## src/rtl/ffba_pkg.sv

```systemverilog
// Shared constants, opcodes and the step-unit flag type of the first-fit block allocator.
// No dependencies; imported by ffba_step, the allocator core and the checker.
`timescale 1ns / 1ps
`default_nettype none

package ffba_pkg;

   // Default arena geometry
   localparam int ARENA_BYTES_DEF   = 4096;
   localparam int GRANULE_BYTES_DEF = 16;

   // Fixed field widths
   localparam int REQ_W      = 16;   // request_bytes
   localparam int OFFSET_W   = 12;   // payload_offset
   localparam int REQ_DATA_W = 16;   // request tdata, whole bytes
   localparam int RSP_DATA_W = 16;   // result tdata, whole bytes

   // Opcodes carried in the request tuser
   localparam logic OP_INIT  = 1'b0;
   localparam logic OP_ALLOC = 1'b1;

   // Flags from the header step unit
   typedef struct packed {
      logic fit;        // free and large enough
      logic split;      // remainder holds a header and one granule
      logic rest_ok;    // remainder header lies inside the arena
      logic exhausted;  // next header lies beyond the arena
   } ffba_step_flags_type;

endpackage : ffba_pkg

`default_nettype wire

```

## src/rtl/ffba_ram.sv

```systemverilog
// Generic single-port RAM with registered read data.
// No dependencies; holds the allocator's header store.
`timescale 1ns / 1ps
`default_nettype none

module ffba_ram #(
   parameter int WIDTH = 9,
   parameter int DEPTH = 256
) (
   input  wire logic                     clock,
   input  wire logic                     we,
   input  wire logic [$clog2(DEPTH)-1:0] addr,
   input  wire logic [WIDTH-1:0]         wdata,
   output logic      [WIDTH-1:0]         rdata
);

   logic [WIDTH-1:0] mem [DEPTH];
   logic [WIDTH-1:0] rdata_ff;

   always_ff @(posedge clock) begin
      if (we) begin
         mem[addr] <= wdata;
      end
      rdata_ff <= mem[addr];
   end

   assign rdata = rdata_ff;

endmodule : ffba_ram

`default_nettype wire

```

## src/rtl/ffba_step.sv

```systemverilog
// Shared compare/add unit: judges one block header against the request.
// Depends on ffba_pkg for the flag struct.
`timescale 1ns / 1ps
`default_nettype none

module ffba_step
   import ffba_pkg::*;
#(
   parameter int GRANULES = 256,
   parameter int IDX_W    = 8,
   parameter int NEED_W   = 13
) (
   input  wire logic [IDX_W:0]    pos,
   input  wire logic              hdr_free,
   input  wire logic [IDX_W-1:0]  hdr_size,
   input  wire logic [NEED_W-1:0] need,
   output ffba_step_flags_type    flags,
   output logic      [IDX_W:0]    next_pos,
   output logic      [IDX_W:0]    rest_pos,
   output logic      [IDX_W-1:0]  rest_size
);

   localparam int POS_W = IDX_W + 1;
   localparam int CMP_W = ((IDX_W > NEED_W) ? IDX_W : NEED_W) + 2;

   logic [CMP_W-1:0] size_c;
   logic [CMP_W-1:0] need_c;

   always_comb begin
      size_c = CMP_W'(hdr_size);
      need_c = CMP_W'(need);

      flags.fit   = hdr_free && (size_c >= need_c);
      flags.split = size_c >= (need_c + CMP_W'(2));

      // only meaningful on a fit, where need is below the granule count
      rest_pos      = pos + POS_W'(1) + POS_W'(need);
      flags.rest_ok = rest_pos < POS_W'(GRANULES);
      rest_size     = hdr_size - IDX_W'(need) - IDX_W'(1);

      next_pos        = pos + POS_W'(1) + POS_W'(hdr_size);
      flags.exhausted = next_pos >= POS_W'(GRANULES);
   end

endmodule : ffba_step

`default_nettype wire

```

## src/rtl/first_fit_block_allocator_core.sv

```systemverilog
// First-fit block allocator over an arena of fixed-size granules, header walk in a RAM.
// Depends on ffba_pkg, ffba_ram and ffba_step.
`timescale 1ns / 1ps
`default_nettype none

// Sequence: a reinitialise goes from S_IDLE straight to S_DONE; an allocate visiting k
//   headers passes S_READ and S_EVAL once per header, then S_DONE when nothing fits,
//   S_MARK and S_DONE for a grant, and S_SPLIT, S_MARK and S_DONE with a split. Every
//   block spans at least two granules, so k <= GRANULES/2.
// One item at a time; each header step is a RAM read, then a compare of the header read.
// req_tready is high only while the sequencer idles; a waiting result holds the next one.
// Reset (synchronous, active high) clears the sequencer and the result valid flag and marks
//   entry 0 as the single free block; the header RAM itself is not cleared.

module first_fit_block_allocator_core
   import ffba_pkg::*;
#(
   parameter int ARENA_BYTES   = ARENA_BYTES_DEF,
   parameter int GRANULE_BYTES = GRANULE_BYTES_DEF
) (
   input  wire logic                  clock,
   input  wire logic                  reset,
   // request channel
   input  wire logic                  req_tvalid,
   output logic                       req_tready,
   input  wire logic [REQ_DATA_W-1:0] req_tdata,   // [15:0] request_bytes
   input  wire logic [0:0]            req_tuser,   // [0] opcode
   // result channel
   output logic                       rsp_tvalid,
   input  wire logic                  rsp_tready,
   output logic      [RSP_DATA_W-1:0] rsp_tdata,   // [11:0] payload_offset, [15:12] zero
   output logic      [0:0]            rsp_tuser    // [0] granted
);

   localparam int GRANULES = ARENA_BYTES / GRANULE_BYTES;
   localparam int IDX_W    = $clog2(GRANULES);
   localparam int POS_W    = IDX_W + 1;
   localparam int HDR_W    = IDX_W + 1;          // {free, size}
   localparam int SHIFT    = $clog2(GRANULE_BYTES);
   localparam int NEED_W   = REQ_W + 1 - SHIFT;

   typedef enum logic [5:0] {
      S_IDLE  = 6'b000001,
      S_READ  = 6'b000010,   // issue header read at the walk position
      S_EVAL  = 6'b000100,   // judge the header just read
      S_SPLIT = 6'b001000,   // write the free header of the remainder
      S_MARK  = 6'b010000,   // write the taken header
      S_DONE  = 6'b100000    // hand the result to the output register
   } state_type;

   state_type state_ff, state_in;

   logic [POS_W-1:0]    pos_ff, pos_in;
   logic [NEED_W-1:0]   need_ff, need_in;
   logic [IDX_W-1:0]    rest_addr_ff, rest_addr_in;
   logic [IDX_W-1:0]    rest_size_ff, rest_size_in;
   logic [IDX_W-1:0]    mark_size_ff, mark_size_in;
   logic                res_granted_ff, res_granted_in;
   logic [OFFSET_W-1:0] res_offset_ff, res_offset_in;
   logic                rsp_valid_ff, rsp_valid_in;
   logic                rsp_granted_ff, rsp_granted_in;
   logic [OFFSET_W-1:0] rsp_offset_ff, rsp_offset_in;
   logic                fresh_ff, fresh_in;         // entry 0 still holds the whole-arena block
   logic                rd_fresh_ff, rd_fresh_in;

   logic                req_fire;
   logic [REQ_W-1:0]    req_nz;
   logic [REQ_W:0]      req_round;
   logic                ram_we;
   logic [IDX_W-1:0]    ram_addr;
   logic [HDR_W-1:0]    ram_wdata;
   logic [HDR_W-1:0]    ram_rdata;
   logic                hdr_free;
   logic [IDX_W-1:0]    hdr_size;
   logic [31:0]         off_wide;
   logic                slot_free;

   ffba_step_flags_type step_flags;
   logic [POS_W-1:0]    step_next;
   logic [POS_W-1:0]    step_rest_pos;
   logic [IDX_W-1:0]    step_rest_size;

   assign req_tready = (state_ff == S_IDLE);
   assign req_fire   = req_tvalid && req_tready;
   assign slot_free  = !rsp_valid_ff || rsp_tready;

   // Round the request up to whole granules; zero counts as one granule
   assign req_nz    = (req_tdata == '0) ? REQ_W'(1) : req_tdata[REQ_W-1:0];
   assign req_round = {1'b0, req_nz} + (REQ_W + 1)'(GRANULE_BYTES - 1);

   // Header store: the remainder header is written in S_SPLIT, the taken one in S_MARK
   always_comb begin
      ram_we    = (state_ff == S_SPLIT) || (state_ff == S_MARK);
      ram_addr  = pos_ff[IDX_W-1:0];
      ram_wdata = {1'b0, mark_size_ff};
      if (state_ff == S_SPLIT) begin
         ram_addr  = rest_addr_ff;
         ram_wdata = {1'b1, rest_size_ff};
      end
   end

   ffba_ram #(
      .WIDTH (HDR_W),
      .DEPTH (GRANULES)
   ) u_hdr_ram (
      .clock (clock),
      .we    (ram_we),
      .addr  (ram_addr),
      .wdata (ram_wdata),
      .rdata (ram_rdata)
   );

   // The walk only ever lands on entry 0 or on a header written since the last reset or
   // reinitialise, so only entry 0 needs a reset value: the single free block.
   always_comb begin
      if (rd_fresh_ff) begin
         hdr_free = 1'b1;
         hdr_size = IDX_W'(GRANULES - 1);
      end else begin
         hdr_free = ram_rdata[IDX_W];
         hdr_size = ram_rdata[IDX_W-1:0];
      end
   end

   ffba_step #(
      .GRANULES (GRANULES),
      .IDX_W    (IDX_W),
      .NEED_W   (NEED_W)
   ) u_step (
      .pos       (pos_ff),
      .hdr_free  (hdr_free),
      .hdr_size  (hdr_size),
      .need      (need_ff),
      .flags     (step_flags),
      .next_pos  (step_next),
      .rest_pos  (step_rest_pos),
      .rest_size (step_rest_size)
   );

   // Payload starts one granule past the header; keep the low offset bits
   assign off_wide = 32'(pos_ff + POS_W'(1)) << SHIFT;

   always_comb begin
      state_in       = state_ff;
      pos_in         = pos_ff;
      need_in        = need_ff;
      rest_addr_in   = rest_addr_ff;
      rest_size_in   = rest_size_ff;
      mark_size_in   = mark_size_ff;
      res_granted_in = res_granted_ff;
      res_offset_in  = res_offset_ff;
      rsp_valid_in   = rsp_valid_ff && !rsp_tready;
      rsp_granted_in = rsp_granted_ff;
      rsp_offset_in  = rsp_offset_ff;
      fresh_in       = fresh_ff;

      // Note whether this read hits the untouched entry 0; drop the mark once it is written
      rd_fresh_in = fresh_ff && (ram_addr == '0);
      if (ram_we && (ram_addr == '0)) begin
         fresh_in = 1'b0;
      end

      case (state_ff)
         S_IDLE: begin
            if (req_fire) begin
               pos_in         = '0;
               need_in        = NEED_W'(req_round >> SHIFT);
               res_granted_in = 1'b0;
               res_offset_in  = '0;
               if (req_tuser[0] == OP_INIT) begin
                  // entry 0 reads as one free block again; older headers become unreachable
                  fresh_in = 1'b1;
                  state_in = S_DONE;
               end else begin
                  state_in = S_READ;
               end
            end
         end
         S_READ: begin
            state_in = S_EVAL;
         end
         S_EVAL: begin
            if (step_flags.fit) begin
               rest_addr_in = step_rest_pos[IDX_W-1:0];
               rest_size_in = step_rest_size;
               mark_size_in = step_flags.split ? IDX_W'(need_ff) : hdr_size;
               state_in     = (step_flags.split && step_flags.rest_ok) ? S_SPLIT : S_MARK;
            end else if (step_flags.exhausted) begin
               state_in = S_DONE;
            end else begin
               pos_in   = step_next;
               state_in = S_READ;
            end
         end
         S_SPLIT: begin
            state_in = S_MARK;
         end
         S_MARK: begin
            res_granted_in = 1'b1;
            res_offset_in  = off_wide[OFFSET_W-1:0];
            state_in       = S_DONE;
         end
         S_DONE: begin
            // hold until the output register is free
            if (slot_free) begin
               rsp_valid_in   = 1'b1;
               rsp_granted_in = res_granted_ff;
               rsp_offset_in  = res_offset_ff;
               state_in       = S_IDLE;
            end
         end
         default: begin
            state_in = S_IDLE;
         end
      endcase
   end

   always_ff @(posedge clock) begin
      if (reset) begin
         state_ff     <= S_IDLE;
         rsp_valid_ff <= 1'b0;
         fresh_ff     <= 1'b1;
      end else begin
         state_ff     <= state_in;
         rsp_valid_ff <= rsp_valid_in;
         fresh_ff     <= fresh_in;
      end
      pos_ff         <= pos_in;
      need_ff        <= need_in;
      rest_addr_ff   <= rest_addr_in;
      rest_size_ff   <= rest_size_in;
      mark_size_ff   <= mark_size_in;
      res_granted_ff <= res_granted_in;
      res_offset_ff  <= res_offset_in;
      rsp_granted_ff <= rsp_granted_in;
      rsp_offset_ff  <= rsp_offset_in;
      rd_fresh_ff    <= rd_fresh_in;
   end

   assign rsp_tvalid = rsp_valid_ff;
   assign rsp_tdata  = RSP_DATA_W'(rsp_offset_ff);
   assign rsp_tuser  = rsp_granted_ff;

endmodule : first_fit_block_allocator_core

`default_nettype wire

```

## config.mk

```make
export PLATFORM = sky130hd
export DESIGN_NAME = first_fit_block_allocator_core
export DESIGN_NICKNAME = d
export VERILOG_FILES = /design/src/rtl/ffba_pkg.sv /design/src/rtl/ffba_ram.sv /design/src/rtl/ffba_step.sv /design/src/rtl/first_fit_block_allocator_core.sv
export SDC_FILE = /design/constraint.sdc
export NUM_CORES = 2
export LEC_CHECK = 0
export BUFFER_PORTS_ARGS = -buffer_cell sky130_fd_sc_hd__clkbuf_2
export CORE_MARGIN = 3
export CORE_UTILIZATION = 45
export CTS_BUF_LIST = sky130_fd_sc_hd__clkbuf_8
export CTS_CLUSTER_DIAMETER = 30
export DETAILED_ROUTE_END_ITERATION = 10
export PLACE_DENSITY = 0.68
export SLEW_MARGIN = 20
export SYNTH_ARGS = -nofsm -noshare
export SYNTH_HDL_FRONTEND = slang
export SYNTH_HIERARCHICAL = 1
export SYNTH_SLANG_ARGS = --single-unit
```

## constraint.sdc

```tcl
create_clock -name clock -period 5.7 [get_ports clock]
set_input_delay 0 -clock clock [delete_from_list [all_inputs] [get_ports clock]]
set_output_delay 0 -clock clock [all_outputs]
set_load 0.01 [all_outputs]
```

==> flow_metrics.env <==
export IMPL_min_period_over_period=0.9576
export IMPL_vias=47720
export IMPL_drive_above_1_share=0.3126
export IMPL_layout_nets=5040
export IMPL_placed_cell_area_sq_um=98340
export IMPL_status="completed"
export IMPL_comb_power_share=0.102
export IMPL_drc=0
export IMPL_avgRoutedWirePerCell_microns=28.21
export IMPL_gr_total_overflow=0
export IMPL_multi_input_area_sq_um=20290
export IMPL_cts_resized=0
export IMPL_seqPwrFrac=0.482
export IMPL_crit_required_ps=6590
export IMPL_antenna_found_initial=3
export IMPL_min_to="need_ff[3]$_DFFE_PP_"
export IMPL_syn_avg_cell_area_sq_um=21.24
export IMPL_maxCapViolCount=0
export IMPL_clk_pin_slew_ps=70
export IMPL_numCtsBuffers=440
export IMPL_r2r_start="state_ff[4]$_SDFFE_PP0P_"
export IMPL_wirelength_microns=226300
export IMPL_p_per_area_nw_per_um2=369.8
export IMPL_numClockSinks=2386
export IMPL_register_area_sq_um=71470
export IMPL_period_needed_ps=5458
export IMPL_start_kind="register"
export IMPL_slew_limit_headroom=0.1911
export IMPL_initial_core_util=0.4532
export IMPL_grtUsageTotal=0.2129
export IMPL_cpMostUsedCell="buf_12"
export IMPL_drt_antenna_violating_nets=0
export IMPL_die_area_sq_um=211800
export IMPL_die_h_microns=460.2
export IMPL_gp_congestion=0.8015
export IMPL_io_pin_count=40
export IMPL_clk_path_buf_depth=4
export IMPL_clk_latency_ps=1080
export IMPL_post_cts_buffers=0
export IMPL_htree_levels=5
export IMPL_synth_area_sq_um=92820
export IMPL_maxSlewViolCount=0
export IMPL_fp_coreArea_sq_um=204800
export IMPL_crit_type="reg2reg"
export IMPL_r2r_end="u_hdr_ram/rdata[3]$_DFF_P_"
export IMPL_synthCells=4370
export IMPL_drt_pass1_iterations=6
export IMPL_io_buffers=31
export IMPL_hold_start="req_tdata[2]"
export IMPL_grt_max_degree=173
export IMPL_rows=166
export IMPL_worstPathMaxFanout=32
export IMPL_design_area_sq_um=108100
export IMPL_worst_pin_slew_ps=1198
export IMPL_area_growth_pct=16.44
export IMPL_die_x_microns=460.2
export IMPL_cp_arrival_ps=6340
export IMPL_cts_root_buffer="clkbuf_8"
export IMPL_critPathMaxStageDelay_ps=1000
export IMPL_setup_violations=0
export IMPL_grt_pass1_wl_microns=331600
export IMPL_yosys_warnings=6
export IMPL_reg2reg_slack_ps=240
export IMPL_power_mw=39.97
export IMPL_clkPwrFrac=0.416
export IMPL_p_leak_nw=35.03
export IMPL_hold_class="in2reg"
export IMPL_whs_path_depth=5
export IMPL_cts_tree="yes"
export IMPL_drt_initial_drc_count=5401
export IMPL_worstRegToRegCells=11
export IMPL_ir_drop_mv=0.2061
export IMPL_dp_hpwl_microns=131800
export IMPL_fillers=15600
export IMPL_cp_end_kind="register"
export IMPL_post_place_ws_ps=90.32
export IMPL_viasPerCell=5.948
export IMPL_grt_pass1_vias=48580
export IMPL_fmax_mhz=183.2
export IMPL_hold_viol=0
export IMPL_critical_path_cell_chain="or4_4 -> nand2b_4 -> mux2_8 -> buf_12 -> buf_12 -> mux4_2 -> a22oi_1 -> a21oi_1 -> o41ai_1 -> buf_4 -> nand4_1"
export IMPL_setup_tns_final_ps=0
export IMPL_fin_skew_ps=105.0
export IMPL_setup_ws_ps=241.7
export IMPL_crit_path_top_delay_cell="o41ai_1"
export IMPL_switchingPower_mw=9.621
export IMPL_grt_setup_unrepaired="no"
export IMPL_p_sw_frac=0.2407
export IMPL_p_int_mw=30.35
cells in the final DEF, fill, tap and decap left out, types with 13 or more instances in the layout:
cell type	count
clkbuf_2	31
bufinv_16	44
clkinv_4	20
dfxtp_1	18
ha_1	36
xor2_1	23
dlygate4sd3_1	54
clkinvlp_4	33
buf_12	34
buf_4	307
nand3_1	29
clkinv_2	89
nor3_1	37
mux4_2	576
nand2_1	47
or2_2	13
nor2_1	260
o41ai_1	31
a22oi_1	290
clkinv_1	74
inv_1	95
clkbuf_8	454
and2_1	13
edfxtp_1	2368
xnor2_1	27
a21oi_1	161
flip-flops by register name, summed over array words and instances (netlist names), 6 cells and up:
name,cells
state_ff,6
pos_ff,9
rest_size_ff,8
need_ff,13
u_hdr_ram/rdata,9
res_offset_ff,8
u_hdr_ram/mem,2304
rest_addr_ff,8
mark_size_ff,8
rsp_offset_ff,8
worst max path at each step:
stage / from / cells after the start / slack [ps] / end
floorplan: state_ff[0]$_SDFFE_PP1P_ / 4 / 980 / u_hdr_ram/mem[0][8]$_DFFE_PP_
global placement: state_ff[0]$_SDFFE_PP1P_ / 9 / -160 / u_hdr_ram/rdata[6]$_DFF_P_
detailed placement: state_ff[0]$_SDFFE_PP1P_ / 11 / 90 / u_hdr_ram/rdata[3]$_DFF_P_
CTS: state_ff[0]$_SDFFE_PP1P_ / 11 / 70 / u_hdr_ram/rdata[3]$_DFF_P_
global route: state_ff[0]$_SDFFE_PP1P_ / 11 / 160 / u_hdr_ram/rdata[4]$_DFF_P_
finish: state_ff[4]$_SDFFE_PP0P_ / 11 / 240 / u_hdr_ram/rdata[3]$_DFF_P_
cell type report:
class                      count  share of cell area
multi-input combinational   1698              0.1877
antenna                        3          0.00006946
inverter                      23           0.0008683
clock buffer                 454             0.05781
clock inverter               340             0.02600
sequential                  2386              0.6613
tap                         2688             0.03112
timing repair buffer         431             0.03512
power groups by stage:
stage	sequential [mW]	clock, mW	combinational, mW
6_report	19.2	16.6	4.08
3_5_place_dp	19.6	0	4.02
5_1_grt	19.2	17.8	4.31
3_3_place_gp	19.6	0	3.99
4_1_cts	19.2	16.9	4.07
2_1_floorplan	19.5	0	2.74
timing repair:
| item | 4_1_cts | 5_1_grt |
|---|---|---|
| hold endpoints to repair | 61 | 0 |
| endpoints found under the setup margin | 0 | 2 |
| hold buffers | 54 | 0 |
layer usage:
layer	global-route usage	wire length, microns	share of wire	vias to the layer above
met5	0	0	0	-
met4	0.06514	6126	0.027	0
met3	0.05196	22960	0.10	380
met2	0.3325	108600	0.48	2537
met1	0.2986	88690	0.39	25110
li1	-	-	-	19700
worst max-delay path, delay by kind of cell, from the launching register on:
family          cells  cell delay (ps)
compound gates      3             1540
simple gates        3             1080
flops               1              380
buf+inv             3              810
mux                 2             1350
metrics by stage:
step	cells	hold slack, ps	utilization
after floorplan	4377	69.07	-
after global placement	7165	256.3	0.4799
after detailed placement	7167	259.0	0.4802
after CTS	8015	5.833	0.5271
after global routing	8021	83.75	0.5277
final	8023	124.7	0.5278
Note: power is estimated with default switching activity, not from simulation.
